==> src/gpmx_pkg.sv <==
// shared types and constants for the generalized partially mapped crossover block
// no dependencies; used by gpmx_ctrl, gpmx_dpath and permutation_gpmx_crossover
`default_nettype none
package gpmx_pkg;

	localparam int GENE_W    = 6;
	localparam int GENE_VALS = 64;
	localparam int CFG_W     = 7;

	localparam logic [CFG_W-1:0] CFG_RESET = 7'd64;
	localparam logic [CFG_W-1:0] MIN_GENES = 7'd2;

	localparam logic CMD_LOAD  = 1'b0;
	localparam logic CMD_START = 1'b1;

	typedef struct packed {
		logic load;
		logic init;
		logic err;
		logic mark_en;
		logic comp_en;
		logic emit_en;
		logic step_clr;
	} cmd_t;

	typedef struct packed {
		logic req_bad;
		logic step_last;
		logic pipe_busy;
	} status_t;

endpackage
`default_nettype wire

==> src/gpmx_ctrl.sv <==
// phase sequencer for the crossover: mark, compact, emit
// depends on gpmx_pkg (cmd_t, status_t, command codes)
`default_nettype none
module gpmx_ctrl (
	input  wire logic              clk,
	input  wire logic              arst_n,
	input  wire logic              accept,
	input  wire logic              command,
	input  wire gpmx_pkg::status_t st,
	output gpmx_pkg::cmd_t         cmd,
	output logic                   active
);

	localparam logic [2:0] S_IDLE = 3'd0;
	localparam logic [2:0] S_MARK = 3'd1;
	localparam logic [2:0] S_COMP = 3'd2;
	localparam logic [2:0] S_GAP  = 3'd3;
	localparam logic [2:0] S_EMIT = 3'd4;

	logic [2:0] state_q;
	logic [2:0] state_d;

	always_comb begin
		cmd     = '0;
		state_d = state_q;
		case (state_q)
			S_IDLE: begin
				if (accept && command == gpmx_pkg::CMD_LOAD) begin
					cmd.load = 1'b1;
				end else if (accept && command == gpmx_pkg::CMD_START) begin
					if (st.req_bad) begin
						cmd.err = 1'b1;
					end else begin
						cmd.init = 1'b1;
						state_d  = S_MARK;
					end
				end
			end
			S_MARK: begin
				cmd.mark_en = 1'b1;
				if (st.step_last) begin
					cmd.step_clr = 1'b1;
					state_d      = S_COMP;
				end
			end
			S_COMP: begin
				cmd.comp_en = 1'b1;
				if (st.step_last) begin
					cmd.step_clr = 1'b1;
					state_d      = S_GAP;
				end
			end
			// lets the last queue write land before the first queue read
			S_GAP: begin
				state_d = S_EMIT;
			end
			S_EMIT: begin
				cmd.emit_en = 1'b1;
				if (st.step_last) begin
					state_d = S_IDLE;
				end
			end
			default: begin
				state_d = S_IDLE;
			end
		endcase
	end

	always_ff @(posedge clk or negedge arst_n) begin
		if (!arst_n) begin
			state_q <= S_IDLE;
		end else begin
			state_q <= state_d;
		end
	end

	assign active = (state_q != S_IDLE);

endmodule
`default_nettype wire

==> src/gpmx_dpath.sv <==
// datapath: parent memories, segment marks, donor queues and result register
// depends on gpmx_pkg; driven by gpmx_ctrl through cmd_t / status_t
`default_nettype none
module gpmx_dpath #(
	parameter int MAX_GENES = 64
) (
	input  wire logic                         clk,
	input  wire logic                         arst_n,
	input  wire gpmx_pkg::cmd_t               cmd,
	output gpmx_pkg::status_t                 st,
	input  wire logic [5:0]                   gene_index,
	input  wire logic [gpmx_pkg::GENE_W-1:0]  gene_a,
	input  wire logic [gpmx_pkg::GENE_W-1:0]  gene_b,
	input  wire logic [5:0]                   cut_start,
	input  wire logic [5:0]                   cut_length,
	input  wire logic                         gene_count_we,
	input  wire logic [gpmx_pkg::CFG_W-1:0]   gene_count_wdata,
	output logic                              strobe,
	output logic [5:0]                        out_index,
	output logic [gpmx_pkg::GENE_W-1:0]       child_a_gene,
	output logic [gpmx_pkg::GENE_W-1:0]       child_b_gene,
	output logic                              last_gene,
	output logic                              bad_request
);

	localparam int AW    = (MAX_GENES > 1) ? $clog2(MAX_GENES) : 1;
	localparam int CW    = $clog2(MAX_GENES + 1);
	localparam int DW    = CW + 1;
	localparam int GW    = gpmx_pkg::GENE_W;
	localparam int CFG_W = gpmx_pkg::CFG_W;
	localparam int NV    = gpmx_pkg::GENE_VALS;

	// configuration
	logic [CFG_W-1:0] gene_count_q;
	logic [CFG_W-1:0] eff_count;

	// job parameters
	logic [CW-1:0] n_q;
	logic [AW-1:0] start_q;
	logic [AW-1:0] len_q;

	// sequencing
	logic [CW-1:0] step_q;
	logic [AW-1:0] wrap_q;
	logic [AW-1:0] rd_addr;

	// memories
	logic [GW-1:0] mem_a [MAX_GENES];
	logic [GW-1:0] mem_b [MAX_GENES];
	logic [GW-1:0] qa_mem [MAX_GENES];
	logic [GW-1:0] qb_mem [MAX_GENES];
	logic [GW-1:0] rd_a_q;
	logic [GW-1:0] rd_b_q;
	logic [GW-1:0] qa_data_q;
	logic [GW-1:0] qb_data_q;

	logic [NV-1:0] mark_a_q;
	logic [NV-1:0] mark_b_q;

	logic [CW-1:0] qa_wr_q, qb_wr_q, qa_rd_q, qb_rd_q;

	// stage 1 of each phase (memory data valid)
	logic          mark_v_s1, comp_v_s1, emit_v_s1;
	logic          seg_s1, avail_a_s1, avail_b_s1, last_s1;
	logic [CW-1:0] pos_s1;

	logic          load_ok;
	logic          last_now;
	logic [DW-1:0] pe, se, ne, seg_ofs;
	logic          seg_now, avail_a_now, avail_b_now;
	logic          keep_b, keep_a;

	// effective count saturated into the legal range
	always_comb begin
		if (gene_count_q < gpmx_pkg::MIN_GENES) begin
			eff_count = gpmx_pkg::MIN_GENES;
		end else if (gene_count_q > CFG_W'(MAX_GENES)) begin
			eff_count = CFG_W'(MAX_GENES);
		end else begin
			eff_count = gene_count_q;
		end
	end

	assign st.req_bad = ({1'b0, cut_start} >= eff_count) || (cut_length == '0)
		|| ({1'b0, cut_length} >= eff_count);

	assign last_now = cmd.mark_en ? (step_q == CW'(len_q) - CW'(1))
		: (step_q == n_q - CW'(1));
	assign st.step_last = last_now;
	assign st.pipe_busy = mark_v_s1 | comp_v_s1 | emit_v_s1;

	assign load_ok = cmd.load && ({1'b0, gene_index} < CFG_W'(MAX_GENES));
	assign rd_addr = cmd.mark_en ? wrap_q : step_q[AW-1:0];

	// circular segment test for the current position
	assign pe      = DW'(step_q);
	assign se      = DW'(start_q);
	assign ne      = DW'(n_q);
	assign seg_ofs = (pe >= se) ? (pe - se) : (pe + ne - se);
	assign seg_now     = seg_ofs < DW'(len_q);
	assign avail_a_now = qa_rd_q < qa_wr_q;
	assign avail_b_now = qb_rd_q < qb_wr_q;

	// donor genes not marked by the other parent's segment
	assign keep_b = !mark_a_q[rd_b_q];
	assign keep_a = !mark_b_q[rd_a_q];

	always_ff @(posedge clk or negedge arst_n) begin
		if (!arst_n) begin
			gene_count_q <= gpmx_pkg::CFG_RESET;
		end else if (gene_count_we) begin
			gene_count_q <= gene_count_wdata;
		end
	end

	always_ff @(posedge clk) begin
		if (cmd.init) begin
			n_q     <= eff_count[CW-1:0];
			start_q <= cut_start[AW-1:0];
			len_q   <= cut_length[AW-1:0];
		end
	end

	// parent memories
	always_ff @(posedge clk) begin
		if (load_ok) begin
			mem_a[gene_index[AW-1:0]] <= gene_a;
			mem_b[gene_index[AW-1:0]] <= gene_b;
		end
		rd_a_q <= mem_a[rd_addr];
		rd_b_q <= mem_b[rd_addr];
	end

	// donor queues
	always_ff @(posedge clk) begin
		if (comp_v_s1 && keep_b) begin
			qa_mem[qa_wr_q[AW-1:0]] <= rd_b_q;
		end
		if (comp_v_s1 && keep_a) begin
			qb_mem[qb_wr_q[AW-1:0]] <= rd_a_q;
		end
		qa_data_q <= qa_mem[qa_rd_q[AW-1:0]];
		qb_data_q <= qb_mem[qb_rd_q[AW-1:0]];
	end

	always_ff @(posedge clk or negedge arst_n) begin
		if (!arst_n) begin
			step_q    <= '0;
			wrap_q    <= '0;
			mark_a_q  <= '0;
			mark_b_q  <= '0;
			qa_wr_q   <= '0;
			qb_wr_q   <= '0;
			qa_rd_q   <= '0;
			qb_rd_q   <= '0;
			mark_v_s1 <= 1'b0;
			comp_v_s1 <= 1'b0;
			emit_v_s1 <= 1'b0;
		end else begin
			mark_v_s1 <= cmd.mark_en;
			comp_v_s1 <= cmd.comp_en;
			emit_v_s1 <= cmd.emit_en;

			if (cmd.init || cmd.step_clr) begin
				step_q <= '0;
			end else if (cmd.mark_en || cmd.comp_en || cmd.emit_en) begin
				step_q <= step_q + CW'(1);
			end

			if (cmd.init) begin
				wrap_q <= cut_start[AW-1:0];
			end else if (cmd.mark_en) begin
				wrap_q <= (CW'(wrap_q) == n_q - CW'(1)) ? '0 : wrap_q + AW'(1);
			end

			if (cmd.init) begin
				mark_a_q <= '0;
				mark_b_q <= '0;
			end else if (mark_v_s1) begin
				mark_a_q[rd_a_q] <= 1'b1;
				mark_b_q[rd_b_q] <= 1'b1;
			end

			if (cmd.init) begin
				qa_wr_q <= '0;
				qb_wr_q <= '0;
				qa_rd_q <= '0;
				qb_rd_q <= '0;
			end else begin
				if (comp_v_s1 && keep_b) begin
					qa_wr_q <= qa_wr_q + CW'(1);
				end
				if (comp_v_s1 && keep_a) begin
					qb_wr_q <= qb_wr_q + CW'(1);
				end
				if (cmd.emit_en && !seg_now && avail_a_now) begin
					qa_rd_q <= qa_rd_q + CW'(1);
				end
				if (cmd.emit_en && !seg_now && avail_b_now) begin
					qb_rd_q <= qb_rd_q + CW'(1);
				end
			end
		end
	end

	always_ff @(posedge clk) begin
		seg_s1     <= seg_now;
		avail_a_s1 <= avail_a_now;
		avail_b_s1 <= avail_b_now;
		last_s1    <= last_now;
		pos_s1     <= step_q;
	end

	// result register
	always_ff @(posedge clk or negedge arst_n) begin
		if (!arst_n) begin
			strobe <= 1'b0;
		end else begin
			strobe <= emit_v_s1 | cmd.err;
		end
	end

	always_ff @(posedge clk) begin
		if (cmd.err) begin
			out_index    <= '0;
			child_a_gene <= '0;
			child_b_gene <= '0;
			last_gene    <= 1'b1;
			bad_request  <= 1'b1;
		end else if (emit_v_s1) begin
			out_index    <= 6'(pos_s1);
			child_a_gene <= seg_s1 ? rd_a_q : (avail_a_s1 ? qa_data_q : '0);
			child_b_gene <= seg_s1 ? rd_b_q : (avail_b_s1 ? qb_data_q : '0);
			last_gene    <= last_s1;
			bad_request  <= 1'b0;
		end
	end

endmodule
`default_nettype wire

==> src/permutation_gpmx_crossover.sv <==
// a load gives no beat; a bad start gives its error beat in the cycle after acceptance;
//   a good start gives its beats after the mark and compact phases and holds busy until
//   the sequencer is idle and the pipe drained; only then is the next command taken
//   (one read a cycle in mark, compact, emit); the receiver cannot stall, one beat per cycle
// reset: arst_n clears sequencer, marks and gene_count (to 64); parent stores are not cleared
// depends on gpmx_pkg, gpmx_ctrl, gpmx_dpath
`default_nettype none
module permutation_gpmx_crossover #(
	parameter int MAX_GENES = 64
) (
	input  wire logic                         clk,
	input  wire logic                         arst_n,
	// command side
	input  wire logic                         start,
	output logic                              busy,
	input  wire logic                         command,
	input  wire logic [5:0]                   gene_index,
	input  wire logic [gpmx_pkg::GENE_W-1:0]  gene_a,
	input  wire logic [gpmx_pkg::GENE_W-1:0]  gene_b,
	input  wire logic [5:0]                   cut_start,
	input  wire logic [5:0]                   cut_length,
	// configuration
	input  wire logic                         gene_count_we,
	input  wire logic [gpmx_pkg::CFG_W-1:0]   gene_count_wdata,
	// result side
	output logic                              strobe,
	output logic [5:0]                        out_index,
	output logic [gpmx_pkg::GENE_W-1:0]       child_a_gene,
	output logic [gpmx_pkg::GENE_W-1:0]       child_b_gene,
	output logic                              last_gene,
	output logic                              bad_request
);

	gpmx_pkg::cmd_t    cmd;
	gpmx_pkg::status_t st;
	logic              accept;
	logic              active;

	// a command is taken only with the sequencer idle and the pipe drained
	assign accept = start && !busy;
	assign busy   = active || st.pipe_busy;

	// sequencer: idle -> mark (len steps) -> compact (n steps) -> gap -> emit (n steps)
	gpmx_ctrl u_ctrl (
		.clk     (clk),
		.arst_n  (arst_n),
		.accept  (accept),
		.command (command),
		.st      (st),
		.cmd     (cmd),
		.active  (active)
	);

	// mark phase flags the segment genes of each parent, compact phase queues the
	// unmarked donor genes in donor order, emit phase merges segment and queue
	gpmx_dpath #(
		.MAX_GENES (MAX_GENES)
	) u_dpath (
		.clk              (clk),
		.arst_n           (arst_n),
		.cmd              (cmd),
		.st               (st),
		.gene_index       (gene_index),
		.gene_a           (gene_a),
		.gene_b           (gene_b),
		.cut_start        (cut_start),
		.cut_length       (cut_length),
		.gene_count_we    (gene_count_we),
		.gene_count_wdata (gene_count_wdata),
		.strobe           (strobe),
		.out_index        (out_index),
		.child_a_gene     (child_a_gene),
		.child_b_gene     (child_b_gene),
		.last_gene        (last_gene),
		.bad_request      (bad_request)
	);

	// an error beat is always the final beat
	a_bad_is_last: assert property (@(posedge clk) disable iff (!arst_n)
		strobe && bad_request |-> last_gene)
		else $error("error beat without last flag");

	// a rejected start answers in the very next cycle
	a_bad_next: assert property (@(posedge clk) disable iff (!arst_n)
		accept && command == gpmx_pkg::CMD_START && st.req_bad |=> strobe && bad_request)
		else $error("bad start gave no error beat");

	// a load produces no beat
	a_load_quiet: assert property (@(posedge clk) disable iff (!arst_n)
		accept && command == gpmx_pkg::CMD_LOAD |=> !strobe)
		else $error("beat after a load");

	// a good start keeps the block busy
	a_good_clean: assert property (@(posedge clk) disable iff (!arst_n)
		cmd.init |=> busy)
		else $error("sequencer idle after good start");

endmodule
`default_nettype wire
==> config.mk <==
export PLATFORM = sky130hd
export DESIGN_NAME = permutation_gpmx_crossover
export DESIGN_NICKNAME = d
export VERILOG_FILES = /design/src/gpmx_pkg.sv /design/src/gpmx_ctrl.sv /design/src/gpmx_dpath.sv /design/src/permutation_gpmx_crossover.sv
export SDC_FILE = /design/constraint.sdc
export NUM_CORES = 2
export LEC_CHECK = 0
export BUFFER_PORTS_ARGS = -buffer_cell sky130_fd_sc_hd__clkbuf_2
export CAP_MARGIN = 10
export CORE_ASPECT_RATIO = 0.8
export CORE_MARGIN = 4
export CORE_UTILIZATION = 63
export DETAILED_ROUTE_END_ITERATION = 10
export PLACE_DENSITY = 0.81
export SYNTH_ARGS = -nofsm -noshare
export SYNTH_HDL_FRONTEND = slang
export SYNTH_SLANG_ARGS = --single-unit
==> constraint.sdc <==
create_clock -name clk -period 5.7 [get_ports clk]
set_input_delay 0.57 -clock clk [delete_from_list [all_inputs] [get_ports clk]]
set_output_delay 0.57 -clock clk [all_outputs]
set_load 0.02 [all_outputs]
# After elaboration in Yosys (flattened, before gate mapping)
# Memory sizes are Yosys's and may differ from the RTL's. A register that Yosys moved wholly into a read port is not among the register bits.
# Index checks and enable logic that the tools add are counted.
# op_classes
addsub	11
multipliers	0
div	0
order_cmp	12
n_eq_ne	13
n_shift	0
muxes	58
bitwise	6
n_reduce_logical	32
# op_table
op	count
two-way mux 64 bit	4
bitwise OR 64 bit	2
two-way mux 7 bit	12
two-way mux 6 bit	8
adder 7 x 1 -> 7 bit, second input constant	5
two-way mux 3 bit	7
two-way mux 1 bit	19
case mux 3 bit (5 select lines)	1
== test 7 bit	2
greater-or-equal comparator 6 x 7 -> 1 bit	2
less-than comparator 6 x 7 -> 1 bit, second input constant	2
less-than comparator 7 bit	2
nonzero test 2 bit	7
binary-select mux 1 bit (select 6 bit)	2
demux 1 bit (select 6 bit)	2
greater-or-equal comparator 6 x 1 -> 1 bit, second input constant	2
logical AND 1 bit	10
adder 7 x 7 -> 8 bit	1
less-than comparator 8 x 6 -> 1 bit	1
two-way mux 8 bit	1
!= test 2 x 1 -> 1 bit, second input constant	4
subtractor 7 x 6 -> 8 bit	1
subtractor 8 x 6 -> 8 bit	1
== test 6 x 7 -> 1 bit	1
20 further kinds	33
# word_totals
register_bits	232
latch_bits	0
ramBits	1536
rom_bits	0
in_bits	42
out_inout_bits	22
wordCells	163
memories	4
# mem_list
memory	words	word_bits	read_ports	rd_ports_with_merged_regs	write_ports	line_no	text
u_dpath.mem_a	64	6	1	1	1	gpmx_dpath.sv:48	logic [GW-1:0] mem_a [MAX_GENES];
u_dpath.mem_b	64	6	1	1	1	gpmx_dpath.sv:49	logic [GW-1:0] mem_b [MAX_GENES];
u_dpath.qa_mem	64	6	1	1	1	gpmx_dpath.sv:50	logic [GW-1:0] qa_mem [MAX_GENES];
u_dpath.qb_mem	64	6	1	1	1	gpmx_dpath.sv:51	logic [GW-1:0] qb_mem [MAX_GENES];

# Logic depth before layout (Yosys ltp)
# depth
depth_word	12
mapped_depth	19
mapped_depth_nobuf	18

# By module
# A second synthesis with hierarchy kept.
# unflattened
hier_cells	4004
area_unflattened_um2	72153.0
# by_module_without_submodules
mod	n_inst	cells_each	area_per_inst_um2
gpmx_dpath	1	3980	71932.7
gpmx_ctrl	1	22	206.4
permutation_gpmx_crossover	1	2	13.8

# Least setup slack after synthesis
# No wires, ideal clock.
# synth_timing
path_kind	register to register
start	register u_dpath.rd_b_q[0], read port of u_dpath.mem_b
end	memory u_dpath.qa_mem[16][0] (netlist bit) (enable)
arrival_time_ns	3.855
required_ns	5.314
path_slack_ns	1.459
path_stages_with_launch	13
path_buffers	5
path_cell_list	dfxtp_1 buf_6 buf_6 clkbuf_1 mux2i_1 o2bb2ai_1 a32oi_1 a21boi_0 nand4b_1 or3_1 buf_2 clkbuf_1 nor4_1
# synth_between
elab_chain_len	6
# synth_rtl
item	line_no	text
start, declared	gpmx_dpath.sv:53	logic [GW-1:0] rd_b_q;
binary-select mux 1 bit (select 6 bit)	gpmx_dpath.sv:105	assign keep_b = !mark_a_q[rd_b_q];
two-way mux 1 bit (not written as such)	gpmx_dpath.sv:105	
logical NOT 1 bit	gpmx_dpath.sv:105	
logical AND 1 bit	gpmx_dpath.sv:136	if (comp_v_s1 && keep_b) begin
two-way mux 1 bit	gpmx_dpath.sv:136	
two-way mux 1 bit (not written as such)	gpmx_dpath.sv:137	qa_mem[qa_wr_q[AW-1:0]] <= rd_b_q;
end, declared	gpmx_dpath.sv:50	
# No other way between the ends. The select of a mux whose other input is x is not followed.

# Worst setup path in the final report
# layout_timing
start	register u_ctrl.state_q[1]
end	register u_dpath.rd_a_q[2], read port of u_dpath.mem_a
# layout_between
elab_chain_len	3
# layout_rtl
item	line_no	text
start, declared	gpmx_ctrl.sv:20	logic [2:0] state_q;
start signal, assigned	gpmx_ctrl.sv:73	state_q <= state_d;
== test 3 x 1 -> 1 bit	gpmx_ctrl.sv:26	case (state_q)
two-way mux 1 bit	gpmx_ctrl.sv:26	
two-way mux 6 bit	gpmx_dpath.sv:93	assign rd_addr = cmd.mark_en ? wrap_q : step_q[AW-1:0];
end, declared	gpmx_dpath.sv:52	logic [GW-1:0] rd_a_q;
# No other way between the ends.
# A chain may end at the register's enable or synchronous reset.

==> results.py <==
metrics = {
    "logic_synthesis": {
        "syn_area_per_cell_sq_um": 16.4,
        "synth_nets": 4513,
        "synthCells": 4412,
        "ys.flop_type": "edfxtp_1",
        "synth_edf_count": 1555,
        "async_flop_share_pct": 10.2,
        "synth_top_area_share_pct": 64.5,
        "ys_ff_latch": 1792,
        "synth.distinct_cells": 79,
        "synthTopCellsByArea": "edfxtp_1 64%, mux4_2 10%, dfrtp_1 6.3%",
        "synth_most_common_cell": "edfxtp_1",
        "netlist.top_cell.by_area": "edfxtp_1",
        "synth_area_sq_um": 72400,
        "yosysWarnings": 0,
        "synth.top_cells.by_count": "1555 x edfxtp_1, 467 x nand2_1, 365 x nor2_1",
        "yosysSeqAreaShare_pct": 72.3,
    },
    "floorplan": {
        "rows": 110,
        "dieArea_sq_um": 121000,
        "core_sq_um": 113000,
        "start_util_pct": 64.0,
        "die_w_microns": 387,
        "die_y_microns": 311,
        "io-pin-count": 64,
    },
    "sta": {
        "period_needed_ns": 4.68,
        "setup-violations-final": 0,
        "rsz0062_at_grt": "false",
        "finalClockSkew_ns": 0.0368,
        "fin_setup_tns_ns": 0,
        "maxSlewHeadroom_pct": 11.9,
        "max_slew.worst_pin.slew_ns": 1.32,
        "clock.fmax_mhz": 214,
        "drv_slew": 0,
        "hold_viol": 0,
        "fin_crit_sh_pct": 82.0,
        "timing.hold.ws_ns": 0.0607,
    },
    "pwr": {
        "p_clk_share_pct": 25.4,
        "power_leakage_nw": 27.2,
        "p_sw_share_pct": 35.8,
        "seqPwrFrac_pct": 40.9,
        "p_sw_mw": 15.5,
        "pwr-share-comb_pct": 33.7,
        "p_per_area_nw_per_um2": 537,
        "peakVddDrop_mv": 0.565,
        "intPower_mw": 27.7,
    },
    "detailed_routing": {
        "routed_wl_mm": 182,
        "met3_length_mm": 22.3,
        "maxUsedRoutingLayer": "met4",
        "antenna_left": 0,
        "via_per_inst": 6.82,
        "drt_iter0_drc": 6884,
        "wl_per_cell_microns": 29.3,
        "drc": 0,
        "drt-met1-wl_mm": 67.0,
        "first_pass_iters": 6,
        "num_vias": 42400,
        "wl_met2_mm": 86.1,
    },
    "global_routing": {
        "grtUsageTotal_pct": 30.3,
        "grt_overflow_total": 0,
        "grt_max_degree": 119,
        "grt_pass1_wl_mm": 273,
        "grt_pass1_vias": 41600,
        "antenna_found_initial": 1,
    },
    "clocking": {
        "clk_latency_ns": 0.79,
        "htreeDepth": 4,
        "cts_root_buf": "clkbuf_16",
        "cts_buffer_depth": 3,
        "cts_sinks": 1792,
        "cts_tree": "built",
        "clkSlewWorstSetupHoldPaths_ns": 0.07,
        "numCtsBuffers": 161,
        "post_cts_buffers": 0,
    },
    "setup_path": {
        "cp.arrival_ns": 5.23,
        "cp_max_fo": 38,
        "crit_start": "u_ctrl.state_q[1]$_DFFE_PN0P_",
        "cp-end-kind": "flip-flop",
        "crit_required_ns": 6.26,
        "startpoint_type": "flip-flop",
        "r2r-start": "u_ctrl.state_q[1]$_DFFE_PN0P_",
        "path_class": "reg2reg",
    },
    "placement": {
        "io_buffers": 63,
        "gp_congestion": 0.885,
        "placed_area_sq_um": 74900,
        "dpl.cell_count": 5899,
        "dp_hpwl_mm": 107,
    },
    "finish": {
        "multiInputGateArea_sq_um": 18800,
        "fillers": 6540,
        "final_nets": 4667,
        "seq_area_sq_um": 52400,
        "area_growth_pct": 11.0,
        "final_layout_size_suffix_gt1_share_pct": 18.3,
        "fin_cells": 6217,
        "finish.instance_area_sq_um": 80400,
    },
    "status": {
        "run_status": "complete, no violations",
    },
    "min_path": {
        "hp-class": "in2reg",
        "hp-start": "cut_start[0]",
    },
    "job": {
        "drv_cap": 0,
    },
}
cell type report:
| cell class | count | area share (%) |
|---|---|---|
| flip-flops and latches | 1792 | 65.2 |
| multi-input cells | 2287 | 23.3 |
| clock buffers | 215 | 5.52 |
| well taps | 1512 | 2.35 |
| repair buffers | 240 | 2.16 |
| clock inverters | 85 | 1.07 |
| inverters | 84 | 0.395 |
| diodes | 2 | 0.00622 |
worst paths after layout:
check                                                  to  slack [ns]  cells past startpoint
min                          u_dpath.start_q[0]$_DFFE_PP_        0.06                      1
max                             u_dpath.rd_a_q[2]$_DFF_P_        1.02                     10
max reg2reg                     u_dpath.rd_a_q[2]$_DFF_P_        1.02                     10
max in group asynchronous   u_dpath.step_q[3]$_DFFE_PN0P_        3.93                      3
min reg2reg                u_dpath.last_gene$_SDFFE_PP1P_        0.48                      1
min in group asynchronous        u_dpath.strobe$_DFF_PN0_        0.35                      2
layer usage:
layer	track usage (%)	vias up
met5	0	-
li1	-	17500
met2	46.9	3251
met1	43.6	21200
met3	6.77	465
met4	10.1	0
metrics by stage:
step	setup slack, ns	utilization [%]	power (mW)
after floorplan	1.46	-	27.0
after global placement	1.16	66.2	31.5
after detailed placement	1.11	66.2	32.0
after CTS	1.12	71.0	43.0
after global routing	0.833	71.0	44.8
final	1.02	71.0	43.2
critical path, cell delays in order, from the launching register on:
cell and delay (ns):
dfrtp_1 0.44, or3b_1 0.41, buf_4 0.23, inv_4 0.25
mux2_4 0.55, nor2_8 0.61, buf_4 0.45, nand3_1 0.14
nand4_1 0.17, nand4_1 0.25, or4_1 0.84
logic make-up (layout without fill, tap and decap cells):
group | after synthesis | count (layout) | synth area share [%]
buffers and inverters | 333 | 624 | 1.97
other | 0 | 2 | 0
adder cells (fa/ha/maj) | 59 | 59 | 1.09
XOR/XNOR | 39 | 39 | 0.490
multiplexers | 460 | 460 | 12.2
AND/OR/NAND/NOR | 1279 | 1279 | 7.96
flip-flops | 1792 | 1792 | 72.3
AO/OA/AOI/OAI | 450 | 450 | 3.99
flip-flops by register name, indices dropped and copies added, names as in the netlist, 7 cells and up:
name	cells
u_dpath.qa_wr_q	7
u_dpath.mark_b_q	64
u_dpath.qb_wr_q	7
u_dpath.qb_rd_q	7
u_dpath.mem_b	384
u_dpath.mark_a_q	64
u_dpath.gene_count_q	7
u_dpath.n_q	7
u_dpath.qa_mem	384
u_dpath.mem_a	384
u_dpath.qb_mem	384
u_dpath.step_q	7
u_dpath.qa_rd_q	7
cells in the final DEF, fill, tap and decap left out, types with 49 or more instances in the layout:
cell / count
buf_4: 157
nand4_1: 55
edfxtp_1: 1555
nor2_1: 364
nor3_1: 49
a21oi_1: 180
nand3_1: 176
dfrtp_1: 177
mux4_2: 337
clkbuf_2: 62
clkbuf_16: 169
mux2i_1: 96
inv_1: 80
nand2_1: 467
ha_1: 52
power by group through the flow:
stage                     Combinational, mW  Sequential (mW)  Clock [mW]
after floorplan                        9.86             17.1           0
after global placement                 13.7             17.8           0
after detailed placement               14.1             17.9           0
after CTS                              14.3             17.6        11.0
after global routing                   15.4             17.8        11.6
final                                  14.6             17.7        11.0
timing repair:
item,in CTS,in global routing
gates resized for setup,0,0
hold buffers,14,0
hold endpoints to repair,86,0
(Power assumes the default switching activity.)
